### config.mk
export PLATFORM = sky130hd
export DESIGN_NAME = track_report_frame_parser
export DESIGN_NICKNAME = d
export VERILOG_FILES = /design/src/rtl/trfp_pkg.sv /design/src/rtl/trfp_step.sv /design/src/rtl/track_report_frame_parser.sv
export SDC_FILE = /design/constraint.sdc
export NUM_CORES = 1
export LEC_CHECK = 0
export BUFFER_PORTS_ARGS = -buffer_cell sky130_fd_sc_hd__clkbuf_2
export CORE_MARGIN = 2
export CORE_UTILIZATION = 31
export CTS_CLUSTER_DIAMETER = 50
export DETAILED_ROUTE_END_ITERATION = 8
export PLACE_DENSITY = 0.58
export SLEW_MARGIN = 20
export SYNTH_ARGS = -nofsm -noshare
export SYNTH_HDL_FRONTEND = slang
export SYNTH_HIERARCHICAL = 1
export SYNTH_SLANG_ARGS = --single-unit
### constraint.sdc
create_clock -name clk -period 7.1 [get_ports clk]
set_clock_uncertainty 0.2 [all_clocks]
set_input_delay 0.71 -clock clk [delete_from_list [all_inputs] [get_ports clk]]
set_output_delay 0.71 -clock clk [all_outputs]
set_load 0.05 [all_outputs]
### src/rtl/trfp_pkg.sv
// ----------------------------------------------------------------------------
// trfp_pkg
// Types and constants shared by the track report frame parser modules.
// ----------------------------------------------------------------------------
package trfp_pkg;

  // Frame layout, in bytes.
  localparam int unsigned HDR_BYTES   = 8;
  localparam int unsigned MASK_BYTES  = 4;
  localparam int unsigned POINT_BYTES = 8;

  // Byte offsets of the header fields.
  localparam logic [10:0] OFF_VERSION    = 11'd0;
  localparam logic [10:0] OFF_TIME_LAST  = 11'd4;
  localparam logic [10:0] OFF_INTVL_LAST = 11'd6;
  localparam logic [10:0] OFF_COUNT      = 11'd7;
  localparam logic [10:0] OFF_MASK_END   = 11'd12;
  localparam logic [10:0] OFF_MASK_LAST  = 11'd11;

  // Point counts at or above this value default to an all-ones mask.
  localparam logic [7:0] MASK_FULL_COUNT = 8'd32;

  // Register map.
  localparam logic REG_EXPECTED_VERSION = 1'b0;

  typedef enum logic [1:0] {
    KIND_HEADER = 2'd0,
    KIND_POINT  = 2'd1,
    KIND_ERROR  = 2'd2
  } kind_t;

  typedef enum logic [1:0] {
    ERR_SHORT     = 2'd0,
    ERR_VERSION   = 2'd1,
    ERR_COUNT     = 2'd2,
    ERR_TRUNCATED = 2'd3
  } err_t;

  // Parser state carried from byte to byte.
  typedef struct packed {
    logic [10:0] byte_offset;
    logic [10:0] frame_bytes;
    logic        skipping;
    logic        mask_present;
    logic [31:0] hdr_start_time;
    logic [15:0] hdr_interval;
    logic [7:0]  hdr_count;
    logic [31:0] hdr_mask;
    logic [7:0]  points_done;
    logic [55:0] point_shift;
  } state_t;

  // One result item.
  typedef struct packed {
    kind_t              kind;
    err_t               error_code;
    logic        [31:0] start_time;
    logic        [15:0] interval_secs;
    logic        [7:0]  point_count;
    logic        [31:0] valid_bits;
    logic        [7:0]  point_index;
    logic signed [31:0] latitude;
    logic signed [31:0] longitude;
    logic               last;
  } result_t;

endpackage

### src/rtl/trfp_step.sv
// ----------------------------------------------------------------------------
// trfp_step
// Per-byte parser step: from the current state and one frame byte, forms
// the next state and at most one result item.
// ----------------------------------------------------------------------------
module trfp_step #(
  parameter int unsigned MAX_POINTS = 32
) (
  input  trfp_pkg::state_t  st,
  input  logic [7:0]        rx_byte,
  input  logic [10:0]       frame_len,
  input  logic [7:0]        expected_version,
  output trfp_pkg::state_t  st_next,
  output logic              res_valid,
  output trfp_pkg::result_t res
);
  import trfp_pkg::*;

  state_t      cur;
  logic [10:0] off;
  logic [11:0] pbytes;
  logic [11:0] need_mask;
  logic [11:0] need_points;
  logic [11:0] frame_ext;
  logic [10:0] rel;
  logic [2:0]  pos;
  logic [1:0]  time_lane;
  logic [31:0] dflt_mask;
  logic        pt_last;

  // Frame start clears the per-frame state and latches the length.
  always_comb begin
    cur = st;
    if (st.byte_offset == 11'd0) begin
      cur.frame_bytes  = frame_len;
      cur.skipping     = 1'b0;
      cur.mask_present = 1'b0;
      cur.hdr_count    = 8'd0;
      cur.hdr_mask     = 32'd0;
      cur.points_done  = 8'd0;
      cur.point_shift  = 56'd0;
    end
  end

  // Derived quantities for the count byte and the point bytes.
  assign off         = cur.byte_offset;
  assign frame_ext   = {1'b0, cur.frame_bytes};
  assign pbytes      = {1'b0, rx_byte, 3'b000};
  assign need_mask   = 12'(HDR_BYTES + MASK_BYTES) + pbytes;
  assign need_points = 12'(HDR_BYTES) + pbytes;
  assign rel         = off - (cur.mask_present ? OFF_MASK_END : 11'(HDR_BYTES));
  assign pos         = rel[2:0];
  assign time_lane   = 2'(off - 11'd1);
  assign dflt_mask   = (rx_byte >= MASK_FULL_COUNT) ? '1 :
                       ((32'd1 << rx_byte[4:0]) - 32'd1);
  assign pt_last     = ({1'b0, cur.points_done} + 9'd1) == {1'b0, cur.hdr_count};

  // Field updates and result selection.
  always_comb begin
    st_next   = cur;
    res_valid = 1'b0;
    res       = '0;

    if (!cur.skipping) begin
      if (off == OFF_VERSION) begin
        if (cur.frame_bytes < 11'(HDR_BYTES)) begin
          res_valid      = 1'b1;
          res.kind       = KIND_ERROR;
          res.error_code = ERR_SHORT;
          res.last       = 1'b1;
          st_next.skipping = 1'b1;
        end else if (rx_byte != expected_version) begin
          res_valid      = 1'b1;
          res.kind       = KIND_ERROR;
          res.error_code = ERR_VERSION;
          res.last       = 1'b1;
          st_next.skipping = 1'b1;
        end
      end else if (off <= OFF_TIME_LAST) begin
        st_next.hdr_start_time[{time_lane, 3'b000} +: 8] = rx_byte;
      end else if (off <= OFF_INTVL_LAST) begin
        if (off[0]) begin
          st_next.hdr_interval[7:0] = rx_byte;
        end else begin
          st_next.hdr_interval[15:8] = rx_byte;
        end
      end else if (off == OFF_COUNT) begin
        st_next.hdr_count = rx_byte;
        if ({1'b0, rx_byte} > 9'(MAX_POINTS)) begin
          res_valid      = 1'b1;
          res.kind       = KIND_ERROR;
          res.error_code = ERR_COUNT;
          res.last       = 1'b1;
          st_next.skipping = 1'b1;
        end else if (frame_ext >= need_mask) begin
          st_next.mask_present = 1'b1;
        end else if (frame_ext < need_points) begin
          res_valid      = 1'b1;
          res.kind       = KIND_ERROR;
          res.error_code = ERR_TRUNCATED;
          res.last       = 1'b1;
          st_next.skipping = 1'b1;
        end else begin
          st_next.hdr_mask  = dflt_mask;
          res_valid         = 1'b1;
          res.kind          = KIND_HEADER;
          res.error_code    = ERR_SHORT;
          res.start_time    = cur.hdr_start_time;
          res.interval_secs = cur.hdr_interval;
          res.point_count   = rx_byte;
          res.valid_bits    = dflt_mask;
          res.last          = (rx_byte == 8'd0);
          st_next.skipping  = (rx_byte == 8'd0);
        end
      end else if (cur.mask_present && (off < OFF_MASK_END)) begin
        st_next.hdr_mask[{off[1:0], 3'b000} +: 8] = rx_byte;
        if (off == OFF_MASK_LAST) begin
          res_valid         = 1'b1;
          res.kind          = KIND_HEADER;
          res.error_code    = ERR_SHORT;
          res.start_time    = cur.hdr_start_time;
          res.interval_secs = cur.hdr_interval;
          res.point_count   = cur.hdr_count;
          res.valid_bits    = {rx_byte, cur.hdr_mask[23:0]};
          res.last          = (cur.hdr_count == 8'd0);
          st_next.skipping  = (cur.hdr_count == 8'd0);
        end
      end else if (pos != 3'd7) begin
        st_next.point_shift[{pos, 3'b000} +: 8] = rx_byte;
      end else begin
        // Final byte of a point: the pair is complete.
        res_valid         = 1'b1;
        res.kind          = KIND_POINT;
        res.error_code    = ERR_SHORT;
        res.start_time    = cur.hdr_start_time;
        res.interval_secs = cur.hdr_interval;
        res.point_count   = cur.hdr_count;
        res.valid_bits    = cur.hdr_mask;
        res.point_index   = cur.points_done;
        res.latitude      = cur.point_shift[31:0];
        res.longitude     = {rx_byte, cur.point_shift[55:32]};
        res.last          = pt_last;
        st_next.points_done = cur.points_done + 8'd1;
        st_next.point_shift = 56'd0;
        st_next.skipping    = pt_last;
      end
    end

    // The frame ends once its latched length has been consumed.
    if (({1'b0, off} + 12'd1) >= frame_ext) begin
      st_next.byte_offset = 11'd0;
    end else begin
      st_next.byte_offset = off + 11'd1;
    end
  end

endmodule

### src/rtl/track_report_frame_parser.sv
// ----------------------------------------------------------------------------
// track_report_frame_parser
// Byte-serial parser for little-endian position-track frames. Emits a header
// result, one result per latitude/longitude pair, or one error result.
// Results are registered: each shows in the cycle after its byte transfer.
// Throughput: one byte per cycle; the single parser step and the output
// register limit it, and the input stalls only while a result is not taken.
// Reset: synchronous; clears parser state and the output valid, and sets
// expected_version to 1.
// ----------------------------------------------------------------------------
module track_report_frame_parser #(
  parameter int unsigned MAX_POINTS = 32
) (
  input  logic         clk,
  input  logic         rst,
  // Configuration port
  input  logic         psel,
  input  logic         penable,
  input  logic         pwrite,
  input  logic [2:0]   paddr,
  input  logic [31:0]  pwdata,
  output logic [31:0]  prdata,
  output logic         pready,
  // Byte input: [7:0] rx_byte, [18:8] frame_len, [23:19] zero
  input  logic         s_tvalid,
  output logic         s_tready,
  input  logic [23:0]  s_tdata,
  // Result output
  output logic         m_tvalid,
  input  logic         m_tready,
  // [1:0] error_code, [33:2] start_time, [49:34] interval_secs,
  // [57:50] point_count, [89:58] valid_bits, [97:90] point_index,
  // [129:98] latitude, [161:130] longitude, [167:162] zero
  output logic [167:0] m_tdata,
  // [1:0] kind
  output logic [1:0]   m_tuser,
  output logic         m_tlast
);
  import trfp_pkg::*;

  logic [7:0] expected_version;
  state_t     st;
  state_t     st_next;
  logic       res_valid;
  result_t    res;
  result_t    res_q;
  logic       in_xfer;
  logic       cfg_write;

  // Configuration register.
  assign pready    = 1'b1;
  assign cfg_write = psel && penable && pwrite && pready;

  always_ff @(posedge clk) begin
    if (rst) begin
      expected_version <= 8'd1;
    end else if (cfg_write && (paddr[2] == REG_EXPECTED_VERSION)) begin
      expected_version <= pwdata[7:0];
    end
  end

  assign prdata = (paddr[2] == REG_EXPECTED_VERSION) ? {24'd0, expected_version} : 32'd0;

  // Input handshake: a byte moves whenever the output register can take
  // whatever it produces.
  assign s_tready = !m_tvalid || m_tready;
  assign in_xfer  = s_tvalid && s_tready;

  trfp_step #(
    .MAX_POINTS(MAX_POINTS)
  ) u_step (
    .st               (st),
    .rx_byte          (s_tdata[7:0]),
    .frame_len        (s_tdata[18:8]),
    .expected_version (expected_version),
    .st_next          (st_next),
    .res_valid        (res_valid),
    .res              (res)
  );

  // Parser state.
  always_ff @(posedge clk) begin
    if (rst) begin
      st <= '0;
    end else if (in_xfer) begin
      st <= st_next;
    end
  end

  // Output register.
  always_ff @(posedge clk) begin
    if (rst) begin
      m_tvalid <= 1'b0;
    end else if (in_xfer) begin
      m_tvalid <= res_valid;
    end else if (m_tready) begin
      m_tvalid <= 1'b0;
    end
  end

  always_ff @(posedge clk) begin
    if (in_xfer) begin
      res_q <= res;
    end
  end

  assign m_tdata = {6'd0, res_q.longitude, res_q.latitude, res_q.point_index,
                    res_q.valid_bits, res_q.point_count, res_q.interval_secs,
                    res_q.start_time, res_q.error_code};
  assign m_tuser = res_q.kind;
  assign m_tlast = res_q.last;

`ifndef NO_ASSERTIONS
  // The offset never runs past the latched frame length.
  a_offset_in_frame: assert property (@(posedge clk) disable iff (rst)
    (st.byte_offset == 11'd0) || (st.byte_offset < st.frame_bytes))
    else $error("byte offset beyond frame length");

  // Points are never emitted beyond the announced count.
  a_points_bounded: assert property (@(posedge clk) disable iff (rst)
    st.skipping || (st.points_done <= st.hdr_count))
    else $error("more points parsed than announced");

  // A point result carries an index inside the announced count.
  a_point_index: assert property (@(posedge clk) disable iff (rst)
    (m_tvalid && (res_q.kind == KIND_POINT)) |-> (res_q.point_index < res_q.point_count))
    else $error("point index out of range");

  // An error result always ends the frame and stops further results.
  a_error_last: assert property (@(posedge clk) disable iff (rst)
    (m_tvalid && (res_q.kind == KIND_ERROR)) |-> (res_q.last && st.skipping))
    else $error("error result without frame end");
`endif

endmodule

==> results.txt, run 1 <==
----------------------------------------------------
[Final layout]
  Synthesis-to-finish area growth ... 15.26%
  Most frequent standard cell in the layout excluding fill and tap cells ... sky130_fd_sc_hd__nand2_1
  Util after Layout ... 36.03%
  Top library cells by usage in the layout, fill and taps aside ... sky130_fd_sc_hd__nand2_1, sky130_fd_sc_hd__clkbuf_2, sky130_fd_sc_hd__nand2b_1, sky130_fd_sc_hd__dfxtp_1, sky130_fd_sc_hd__nand4b_1
  Total number of nets in the final design ... 2548
  Proportion of layout cells with a drive suffix above 1 ... between 15 and 20%
  Number of diodes added for antenna fixing ... 0

[Clocking]
  Hold Buf Count CTS ... 0
  Clk sinks ... 350
  TritonCTS buffer count ... 54
  Worst-case clock buffer depth ... 3
  Clock latency at the later pin of the worst-skew pair ... ~0.62 ns
  Post-CTS repair timing setup buffer count ... 0
  Clock tree root buffer cell ... sky130_fd_sc_hd__clkbuf_16
  Clock tree from TritonCTS ... yes
  Number of levels in the clock H-tree ... 2
  Count of instances resized after the clock tree is built ... 0
  Clock Pin Slew Worst Setup and Hold Paths ... around 0.050 ns

[Logic synthesis]
  Synth Register Bits ... 350
  Yosys Warn Count ... 6
  Register area share after synthesis ... approximately two fifths
  Most common flop cell mapped by yosys ... sky130_fd_sc_hd__dfxtp_1
  Yosys cell types ... 92
  Share of async-settable or async-resettable flops after synthesis ... 0%
  Number of enable-type register cells in the synthesized netlist ... around 170
  Summed instance area of the synthesized netlist ... 21400 um2
  Syn Inst Count ... 2363
  Post-synthesis average cell area ... 9.057 um2

[Routing]
  DRC violation total after the first TritonRoute iteration ... ~2200
  Vias ... 19337
  Via density ... roughly 5.7
  Drt first pass iters ... 6
  Post-route DRC violation count ... 0
  Antenna Violating Nets Remaining ... 0
  Total Routed Length ... 75240 um
  Wire length per cell after detailed routing ... roughly 22 um

[Global routing]
  Total global routing overflow ... 0
  Antenna violations before repair ... 1
  Maximum number of pins on one net before global-route repair ... approximately 150
  Total global-route track usage ... roughly a fifth
  Global-route wire length before repair ... ~110000 um
  Via count of the first global-routing pass ... roughly 18000

[Setup path]
  Required time of the critical path ... between 7 and 8 ns
  Kind of start point of the critical path ... flip-flop
  Top fanout value on the critical path ... 32
  Start-to-end type of the worst setup path ... reg2reg
  Signal arrival time at the worst endpoint ... 6.12 ns
  Kind of capture point of the worst setup path ... flip-flop

[STA]
  Count of final hold-check violations ... 0
  Time the final worst path needs with I/O delays and setup ... between 5 and 6 ns
  Max frequency ... between 150 and 200 MHz
  Worst-case headroom to the max-slew limit ... approximately 31%
  Number of setup violations in the final report ... 0
  Setup WS post-layout ... 1.166 ns
  Final Cycle Share ... a little over four fifths
  Unrepaired setup endpoints after global routing ... no
  Pin slew with the least headroom to its limit ... 1.040 ns
  Fin. max-slew vios ... 0
  Setup TNS after final layout ... 0 ns

[Min path]
  Worst hold path type ... in2reg

[Placement]
  Post-detailed-placement half-perimeter wirelength ... a little under 50000 um
  RePlAce Congestion ... 0.8986
  Worst slack after detailed placement ... 1.380 ns
  Port-buffer cells ... 209

[Pwr]
  Proportion of power drawn by the clock network ... between 40% and 50%
  Register share of total power ... 37.5%
  Reported leakage power ... 9.015 nW
  Worst-case vdd ir drop ... 0.1516 mV
  Net switching component of the power ... 0.001875 W
  Switching portion of total power ... around a third
  Internal Power ... 0.004015 W
  Portion of total power attributed to combinational logic ... 15.7%
  Power per cell area ... 238.8 nW/um2

[Job]
  Number of violations of the max-capacitance limit ... 0

[Die]
  Starting utilization of the core area ... 31.26%
  Total core area ... 68470 um2
  Number of rows created at floorplan ... 96
  Io pins ... 272
  Die width ... 266.8 um
  Die outline area ... about 71000 um2
  Die Span Y ... 266.8 um

[Status]
  Status ... completed

----------------------------------------------------
-- power groups by stage --
stage	logic, W	registers (W)	clock network, W
final	0.000925	0.00221	0.00276
after global routing	0.000972	0.00221	0.00288
after CTS	0.000915	0.00221	0.00282
after detailed placement	0.000912	0.00225	0
after global placement	0.000904	0.00225	0
after floorplan	0.000494	0.00242	0
-- path summary, 6_finish.rpt --
path	from	end	slack (ns)	cells after the start
max	st[166]	m_tdata[80]	1.17	15
min	pwdata[3]	expected_version[3]	0.13	3
max reg2reg	st[166]	m_tdata[80]	1.17	15
min reg2reg	st[154]	st[154]	0.27	2
-- area by class of cell --
type | instances | area, um2
Fill cell | 6952 | 43800
Multi-Input combinational cell | 1761 | 11520
Sequential cell | 350 | 8658
Timing Repair Buffer | 250 | 1388
Clock buffer | 60 | 1384
Tap cell | 882 | 1104
Clock inverter | 42 | 503.0
Inverter | 29 | 110.1
-- per-layer routing --
metal	GRT usage, %	wire [um]	up-vias
met5	0	0	-
met2	31.82	33590	908
li1	-	-	8798
met4	7.288	2499	0
met3	3.294	5757	160
met1	28.45	33400	9471
-- registers in the layout, indices dropped and copies added (netlist names) --
name / count
st: 176
m_tdata: 162
expected_version: 8
m_tuser: 2
m_tlast: 1
m_tvalid: 1
-- logic make-up (layout without fill, tap and decap cells) --
family,count (synthesis),count (layout),synth area share [%]
adders and majority gates,37,37,2.151
other,2,31,0.03509
AOI/OAI and AO/OA,564,564,18.40
and+or+nand+nor,1045,1045,28.87
buffers and inverters,281,381,6.367
xor gates and xnor gates,49,49,2.005
DFF,350,350,40.46
muxes,35,35,1.707
-- synth_stat cells, drive strengths merged, types with 11 or more instances --
| master | n | area, um2 |
|---|---|---|
| a22oi | 20 | 150.1 |
| o21ai | 256 | 1627 |
| a22o | 25 | 219.0 |
| inv | 26 | 97.60 |
| xor2 | 17 | 148.9 |
| and3 | 79 | 494.2 |
| o221ai | 12 | 105.1 |
| xnor2 | 32 | 280.3 |
| nand2b | 186 | 1171 |
| clkbuf | 153 | 574.3 |
| nand4b | 179 | 1568 |
| mux2 | 12 | 135.1 |
| buf | 99 | 678.2 |
| a31oi | 17 | 106.4 |
| o22ai | 12 | 75.07 |
| nand4 | 22 | 143.9 |
| edfxtp | 165 | 4955 |
| nor2b | 27 | 168.9 |
| a32o | 33 | 330.3 |
| a21oi | 81 | 420.4 |
| nand2 | 239 | 902.1 |
| nand3 | 49 | 250.2 |
| ha | 36 | 450.4 |
| nor4 | 11 | 105.1 |
| and2 | 58 | 362.9 |
| o31ai | 30 | 230.2 |
| mux2i | 23 | 230.2 |
| nor3 | 34 | 225.2 |
| dfxtp | 185 | 3704 |
| nor2 | 123 | 471.7 |
-- metrics by stage --
step           total power, W  area (um2)  hold WS [ns]  std cells
2_1_floorplan        0.002918       21510        0.2415       2392
3_3_place_gp         0.003156       22780        0.2513       3272
3_5_place_dp         0.003164       22780        0.2555       3272
4_1_cts              0.005940       24670       0.09508       3374
5_1_grt              0.006071       24670        0.1220       3374
6_report             0.005890       24670        0.1261       3374
-- worst max-delay path, stage by stage, from the launching register on --
cell and delay (ns):
sky130_fd_sc_hd__dfxtp_1 0.43, sky130_fd_sc_hd__inv_1 0.16, sky130_fd_sc_hd__ha_1 0.56, sky130_fd_sc_hd__or3b_1 0.59, sky130_fd_sc_hd__nor3_4 0.54, sky130_fd_sc_hd__mux2i_1 0.36, sky130_fd_sc_hd__inv_1 0.13, sky130_fd_sc_hd__ha_1 0.34
sky130_fd_sc_hd__a211oi_1 0.20, sky130_fd_sc_hd__o21ai_0 0.12, sky130_fd_sc_hd__a31oi_1 0.54, sky130_fd_sc_hd__nand4_2 0.43, sky130_fd_sc_hd__nor2_2 0.25, sky130_fd_sc_hd__buf_4 0.39, sky130_fd_sc_hd__nand2_1 0.10, sky130_fd_sc_hd__a21oi_1 0.36
(Power assumes the default switching activity.)
==> run 2, diff against run 1 <==
--- a/config.mk
+++ b/config.mk
@@ -10,7 +10,7 @@
 export CORE_UTILIZATION = 31
 export CTS_CLUSTER_DIAMETER = 50
 export DETAILED_ROUTE_END_ITERATION = 8
-export PLACE_DENSITY = 0.58
+export PLACE_DENSITY = 0.6
 export SLEW_MARGIN = 20
 export SYNTH_ARGS = -nofsm -noshare
 export SYNTH_HDL_FRONTEND = slang
==> constraint.sdc (replaced) <==
create_clock -name clk -period 4.91 [get_ports clk]
set_clock_uncertainty 0.2 [all_clocks]
set_input_delay 0.491 -clock clk [delete_from_list [all_inputs] [get_ports clk]]
set_output_delay 0.491 -clock clk [all_outputs]
set_load 0.05 [all_outputs]
==> run 2 against run 1 <==
Via count is 1.1% higher; combinational power is 51% higher; clock power is 33% higher; worst setup slack worse by 0.83 ns; non-clock buffer count is 54 higher; first-iteration DRC count is 2.8% lower; flip-flop and latch count stayed put; die area stayed put; final area is 1.1% higher; power is 40% higher; largest cell class unchanged; highest routed layer unchanged.
==> results.txt, run 2 (synthesis gave the netlist of run 1 again) <==
----------------------------------------------------
[Final layout]
  Total number of nets in the final design ... ~2600
  Number of diodes added for antenna fixing ... 0
  Largest register FFs ... roughly 180
  Proportion of layout cells with a drive suffix above 1 ... 20.65%
  Synthesis-to-finish area growth ... 16.58%
  Area of all placed cells without fillers ... between 20000 and 25000 um2
  Top library cells by usage in the layout, fill and taps aside ... sky130_fd_sc_hd__nand2_1, sky130_fd_sc_hd__clkbuf_2, sky130_fd_sc_hd__nand2b_1, sky130_fd_sc_hd__dfxtp_1, sky130_fd_sc_hd__nand4b_1
  Register with the most flip-flops ... st
  Most frequent standard cell in the layout excluding fill and tap cells ... sky130_fd_sc_hd__nand2_1
  Number of filler cells placed in the layout ... 6922

[STA]
  Setup WS post-layout ... 0.3392 ns
  Count of final hold-check violations ... 0
  Number of setup violations in the final report ... 0
  Final Cycle Share ... 93.09%
  Fin. max-slew vios ... 0
  Max frequency ... 218.8 MHz
  Time the final worst path needs with I/O delays and setup ... roughly 4.6 ns
  Worst-case headroom to the max-slew limit ... 24.91%
  Pin slew with the least headroom to its limit ... 1.126 ns
  Unrepaired setup endpoints after global routing ... no
  Setup TNS after final layout ... 0 ns

[Setup path]
  Reg-to-reg startpoint ... st[170]
  Worst setup startpoint ... st[170]
  Kind of capture point of the worst setup path ... flip-flop
  Logic depth of the worst register-to-register path ... 17
  Kind of start point of the critical path ... flip-flop
  Required time of the critical path ... 5.26 ns
  Endpoint of the most critical register-to-register path ... st[82]
  Signal arrival time at the worst endpoint ... 4.92 ns
  Top fanout value on the critical path ... 23
  Termination of the worst setup path ... st[82]
  Start-to-end type of the worst setup path ... reg2reg
  Worst R2R Setup Slack ... 0.34 ns

[Global routing]
  Via count of the first global-routing pass ... 18417
  Total global-route track usage ... approximately a fifth
  Total global routing overflow ... 0
  Antenna violations before repair ... 0
  Maximum number of pins on one net before global-route repair ... 185
  Global-route wire length before repair ... 114600 um

[Clocking]
  Clock tree root buffer cell ... sky130_fd_sc_hd__clkbuf_16
  Worst-case clock buffer depth ... 3
  Clock tree from TritonCTS ... yes
  Number of levels in the clock H-tree ... 2
  Clock latency at the later pin of the worst-skew pair ... between 0.6 and 0.7 ns
  Post-CTS repair timing setup buffer count ... 0
  Clock Pin Slew Worst Setup and Hold Paths ... 0.06 ns
  TritonCTS buffer count ... 50
  Clk sinks ... 350

[Status]
  Status ... completed

[Pwr]
  Post-layout total power ... 0.008241 W
  Worst-case vdd ir drop ... about 0.2 mV
  Power per cell area ... 330.3 nW/um2
  Reported leakage power ... 9.203 nW

[Die]
  Die width ... 266.8 um
  Io pins ... 272
  Die outline area ... 71160 um2
  Number of rows created at floorplan ... 96
  Total core area ... 68470 um2
  Starting utilization of the core area ... 31.26%
  Die Span Y ... 266.8 um

[Routing]
  DRC violation total after the first TritonRoute iteration ... ~2200
  Total Routed Length ... around 76000 um
  Wire length per cell after detailed routing ... approximately 22 um
  Drt first pass iters ... 6
  Via density ... about 5.7
  Antenna Violating Nets Remaining ... 0
  Vias ... 19545
  Post-route DRC violation count ... 0

[Min path]
  Worst hold path type ... in2reg

[Placement]
  RePlAce Congestion ... around 0.9
  Post-detailed-placement half-perimeter wirelength ... between 40000 and 50000 um
  Worst slack after detailed placement ... 0.3556 ns
  Port-buffer cells ... 209
  Total placed instance area ... 23170 um2

[Job]
  Number of violations of the max-capacitance limit ... 0

----------------------------------------------------
-- run 2: repair_timing --
| action | 4_1_cts | 5_1_grt |
|---|---|---|
| hold endpoints to repair | 8 | 0 |
| endpoints found under the setup margin | 0 | 1 |
| hold buffers | 8 | 0 |
| gates resized for setup | 0 | 1 |
-- run 2: layout make-up --
| cell class | instances | area (um2) | share of cell area (%) |
|---|---|---|---|
| Multi-Input combinational cell | 1761 | 11510 | 46.14 |
| Sequential cell | 350 | 8658 | 34.70 |
| Timing Repair Buffer | 304 | 1863 | 7.467 |
| Clock buffer | 59 | 1316 | 5.276 |
| Tap cell | 882 | 1104 | 4.423 |
| Clock inverter | 35 | 386.6 | 1.550 |
| Inverter | 29 | 110.1 | 0.4413 |
-- run 2: power by group --
part	total, W	internal [W]	switching (W)
combinational	0.00140	0.000321	0.00108
sequential	0.00318	0.00315	0.0000351
clock	0.00366	0.00214	0.00153
-- run 2: metal layers --
layer	track usage [%]	vias up	part of all wire, %
li1	-	8901	-
met1	28.54	9639	44
met2	32.07	846	45
met3	3.727	159	8.0
met4	8.002	0	3.6
met5	0	-	0
-- run 2: how the worst min path moves through the flow --
stage / depth (start not counted) / from / endpoint
2_1_floorplan: 2 / st[155] / st[155]
3_3_place_gp: 2 / st[161] / st[161]
3_5_place_dp: 2 / st[161] / st[161]
4_1_cts: 5 / s_tdata[14] / st[160]
5_1_grt: 5 / s_tdata[16] / st[162]
6_report: 5 / s_tdata[11] / st[157]
-- run 2: critical path, stage by stage, from the launching register on --
cell and delay, ns:
sky130_fd_sc_hd__dfxtp_1 0.37, sky130_fd_sc_hd__or4_1 0.64, sky130_fd_sc_hd__nor3_4 0.34, sky130_fd_sc_hd__buf_4 0.27, sky130_fd_sc_hd__mux2i_1 0.27, sky130_fd_sc_hd__inv_1 0.12
sky130_fd_sc_hd__ha_1 0.32, sky130_fd_sc_hd__and4_1 0.19, sky130_fd_sc_hd__nand4_1 0.17, sky130_fd_sc_hd__nor3_1 0.21, sky130_fd_sc_hd__buf_4 0.17, sky130_fd_sc_hd__nand4_1 0.13
sky130_fd_sc_hd__buf_4 0.28, sky130_fd_sc_hd__a21oi_1 0.32, sky130_fd_sc_hd__nor2_1 0.07, sky130_fd_sc_hd__nor3_1 0.20, sky130_fd_sc_hd__nand4b_1 0.14, sky130_fd_sc_hd__o21ai_2 0.09
-- run 2: stage by stage --
| stage | hold WS [ns] | cells | utilization (%) |
|---|---|---|---|
| after floorplan | 0.2415 | 2392 | - |
| after global placement | 0.2520 | 3318 | 33.84 |
| after detailed placement | 0.2608 | 3318 | 33.84 |
| after CTS | 0.1317 | 3420 | 36.44 |
| after global routing | 0.1663 | 3420 | 36.44 |
| final | 0.1652 | 3420 | 36.44 |
==> run 3, diff against run 2 <==
--- a/config.mk
+++ b/config.mk
@@ -7,10 +7,10 @@
 export LEC_CHECK = 0
 export BUFFER_PORTS_ARGS = -buffer_cell sky130_fd_sc_hd__clkbuf_2
 export CORE_MARGIN = 2
-export CORE_UTILIZATION = 31
+export CORE_UTILIZATION = 47
 export CTS_CLUSTER_DIAMETER = 50
 export DETAILED_ROUTE_END_ITERATION = 8
-export PLACE_DENSITY = 0.6
+export PLACE_DENSITY = 0.79
 export SLEW_MARGIN = 20
 export SYNTH_ARGS = -nofsm -noshare
 export SYNTH_HDL_FRONTEND = slang
==> constraint.sdc (replaced) <==
create_clock -name clk -period 4.1 [get_ports clk]
set_clock_uncertainty 0.2 [all_clocks]
set_input_delay 0.41 -clock clk [delete_from_list [all_inputs] [get_ports clk]]
set_output_delay 0.41 -clock clk [all_outputs]
set_load 0.05 [all_outputs]
==> run 3 against run 2 <==
Worst setup slack got worse by 0.27 ns; clock-buffer cell count fell by 7; final cell count fell by 7.0%; largest cell class unchanged; largest power group is now sequential cells.
==> results.txt, run 3 (synthesis gave the netlist of run 1 again) <==
----------------------------------------------------
[Min path]
  Hold worst-path end ... m_tvalid
  Min-delay src ... m_tready
  Worst hold path type ... in2reg
  Cells on Worst Hold Path ... 3

[Setup path]
  Required time of the critical path ... 4.35 ns
  Longest individual stage delay on the worst path ... around 0.56 ns
  Reg-to-reg startpoint ... st[174]
  Logic depth of the worst register-to-register path ... 17
  Kind of capture point of the worst setup path ... flip-flop
  Critical path, cell by cell ... or4_4 > nor3_4 > buf_6 > mux2i_2 > inv_1 > ha_1 > buf_4 > nand4_1 > nor3_4 > nand4_1 > buf_4 > buf_6 > buf_4 > nor4_1 > nor3_1 > nand4b_1 > o21ai_2
  Signal arrival time at the worst endpoint ... 4.29 ns
  Worst R2R Setup Slack ... 0.07 ns
  Endpoint of the most critical register-to-register path ... st[82]
  Kind of start point of the critical path ... flip-flop
  Start-to-end type of the worst setup path ... reg2reg
  Top fanout value on the critical path ... 6
  Library cell contributing the largest single delay on the critical path ... sky130_fd_sc_hd__or4_4
  Most Frequent Cell on Critical Path ... sky130_fd_sc_hd__buf_4

[Clocking]
  Clock tree root buffer cell ... sky130_fd_sc_hd__clkbuf_16
  Clock Pin Slew Worst Setup and Hold Paths ... 0.06 ns
  Clock latency at the later pin of the worst-skew pair ... 0.57 ns
  Worst-case clock buffer depth ... 3
  Clk sinks ... 350
  Clock tree from TritonCTS ... yes
  TritonCTS buffer count ... 43
  Number of levels in the clock H-tree ... 2

[Global routing]
  Total global routing overflow ... 0
  Total global-route track usage ... 28.81%
  Via count of the first global-routing pass ... 18723
  Global-route wire length before repair ... 107800 um
  Antenna violations before repair ... 0
  Maximum number of pins on one net before global-route repair ... 157

[Routing]
  Via density ... around 6.3
  Vias ... 20010
  DRC violation total after the first TritonRoute iteration ... ~2500
  Drt first pass iters ... 7
  Total Routed Length ... 70970 um
  Post-route DRC violation count ... 0
  Wire length per cell after detailed routing ... around 22 um
  Antenna Violating Nets Remaining ... 0

[Pwr]
  Portion of total power attributed to combinational logic ... 18.4%
  Net switching component of the power ... 0.002917 W
  Power per cell area ... about 370 nW/um2
  Worst-case vdd ir drop ... roughly 0.28 mV
  Switching portion of total power ... 31.21%
  Internal Power ... 0.006431 W
  Proportion of power drawn by the clock network ... 40.8%
  Post-layout total power ... 0.009348 W
  Reported leakage power ... just over 9 nW
  Register share of total power ... 40.8%

[Final layout]
  Register with the most flip-flops ... st
  Largest register FFs ... ~180
  Total number of nets in the final design ... 2646
  Synthesis-to-finish area growth ... 16.77%
  Proportion of layout cells with a drive suffix above 1 ... about 23%
  Top library cells by usage in the layout, fill and taps aside ... sky130_fd_sc_hd__nand2_1, sky130_fd_sc_hd__clkbuf_2, sky130_fd_sc_hd__nand2b_1
  Number of filler cells placed in the layout ... slightly below 4000
  Most frequent standard cell in the layout excluding fill and tap cells ... sky130_fd_sc_hd__nand2_1
  Util after Layout ... 55.31%

[Die]
  Starting utilization of the core area ... 47.36%
  Die Span Y ... 217.4 um
  Die width ... 217.4 um
  Io pins ... 272
  Number of rows created at floorplan ... slightly below 80
  Die outline area ... between 40000 and 50000 um2
  Total core area ... between 40000 and 50000 um2

[STA]
  Final Cycle Share ... 98.33%
  Worst-case headroom to the max-slew limit ... between 20% and 30%
  Count of final hold-check violations ... 0
  Fin. max-slew vios ... 0
  Pin slew with the least headroom to its limit ... between 1 and 1.5 ns
  Time the final worst path needs with I/O delays and setup ... 4.032 ns
  Max frequency ... approximately 250 MHz
  Unrepaired setup endpoints after global routing ... yes
  Number of setup violations in the final report ... 0

[Job]
  Number of violations of the max-capacitance limit ... 0

[Placement]
  RePlAce Congestion ... 0.9559
  Port-buffer cells ... roughly 210
  Post-detailed-placement half-perimeter wirelength ... 45800 um

[Status]
  Status ... completed

----------------------------------------------------
==> run 3: cell types whose count changed in the layout (fill, tap and decap cells not counted), moves of 5 or more <==
cell / change
sky130_fd_sc_hd__o21ai_1: +5
sky130_fd_sc_hd__clkbuf_16: -6
sky130_fd_sc_hd__clkinv_1: -5
sky130_fd_sc_hd__buf_4: +46
sky130_fd_sc_hd__o21ai_0: -5
==> run 3: power groups by stage <==
stage          Sequential (W)  Combinational, W  Clock [W]
5_1_grt               0.00382           0.00180    0.00401
3_5_place_dp          0.00389           0.00164          0
3_3_place_gp          0.00389           0.00162          0
2_1_floorplan         0.00420          0.000879          0
4_1_cts               0.00381           0.00165    0.00386
6_report              0.00381           0.00172    0.00381
==> run 3: cell type report <==
cell class | count | area, um2 | share of cell area [%]
Antenna cell | 1 | 2.502 | 0.01001
Inverter | 29 | 122.6 | 0.4906
Timing Repair Buffer | 359 | 2359 | 9.437
Multi-Input combinational cell | 1761 | 11670 | 46.69
Clock buffer | 52 | 1151 | 4.606
Clock inverter | 28 | 274.0 | 1.096
Tap cell | 600 | 750.7 | 3.004
Sequential cell | 350 | 8665 | 34.67
==> run 3: through the flow <==
step	setup TNS [ns]	cell area (um2)	cells	hold slack [ns]	setup WS, ns
after floorplan	-0.9578	21650	2392	0.2415	-0.05970
after global placement	0	23250	3078	0.2511	0.02331
after detailed placement	-0.1119	23250	3078	0.2587	-0.05369
after CTS	0	24770	3166	0.04933	0.01631
after global routing	-0.4012	24990	3179	0.07122	-0.06512
final	0	24990	3180	0.06047	0.06843
==> run 3: worst max-delay path by stage <==
stage                 start      to  slack (ns)  cells past startpoint
finish              st[174]  st[82]        0.07                     17
global route        st[166]  st[84]       -0.07                     19
CTS                 st[166]  st[92]        0.02                     19
detailed placement  st[166]  st[92]       -0.05                     19
global placement    st[166]  st[92]        0.02                     19
floorplan           st[165]  st[87]       -0.06                     20
==> run 3: what timing repair did <==
action / CTS / global route
hold buffers: 8 / 0
setup buffers: 0 / 11
gates resized for setup: 1 / 30
endpoints found under the setup margin: 16 / 121
pin swaps: 1 / 18
gates cloned: 0 / 2
endpoints found under the hold margin: 8 / 0
==> run 3: critical path: cells and delay by family (launching register included) <==
kind	cells	cell delay, ns
buffers and inverters	6	0.87
AOI/OAI and AO/OA	1	0.07
and+or+nand+nor	8	1.92
muxes	1	0.23
adders and majority gates	1	0.31
DFF	1	0.32
==> run 3: metal layers <==
metal	global-route usage, %	vias to the layer above	share of wire, %
li1	-	8987	-
met1	39.06	9623	41
met2	44.20	1178	44
met3	5.870	222	10
met4	13.31	0	4.6
met5	0	-	0
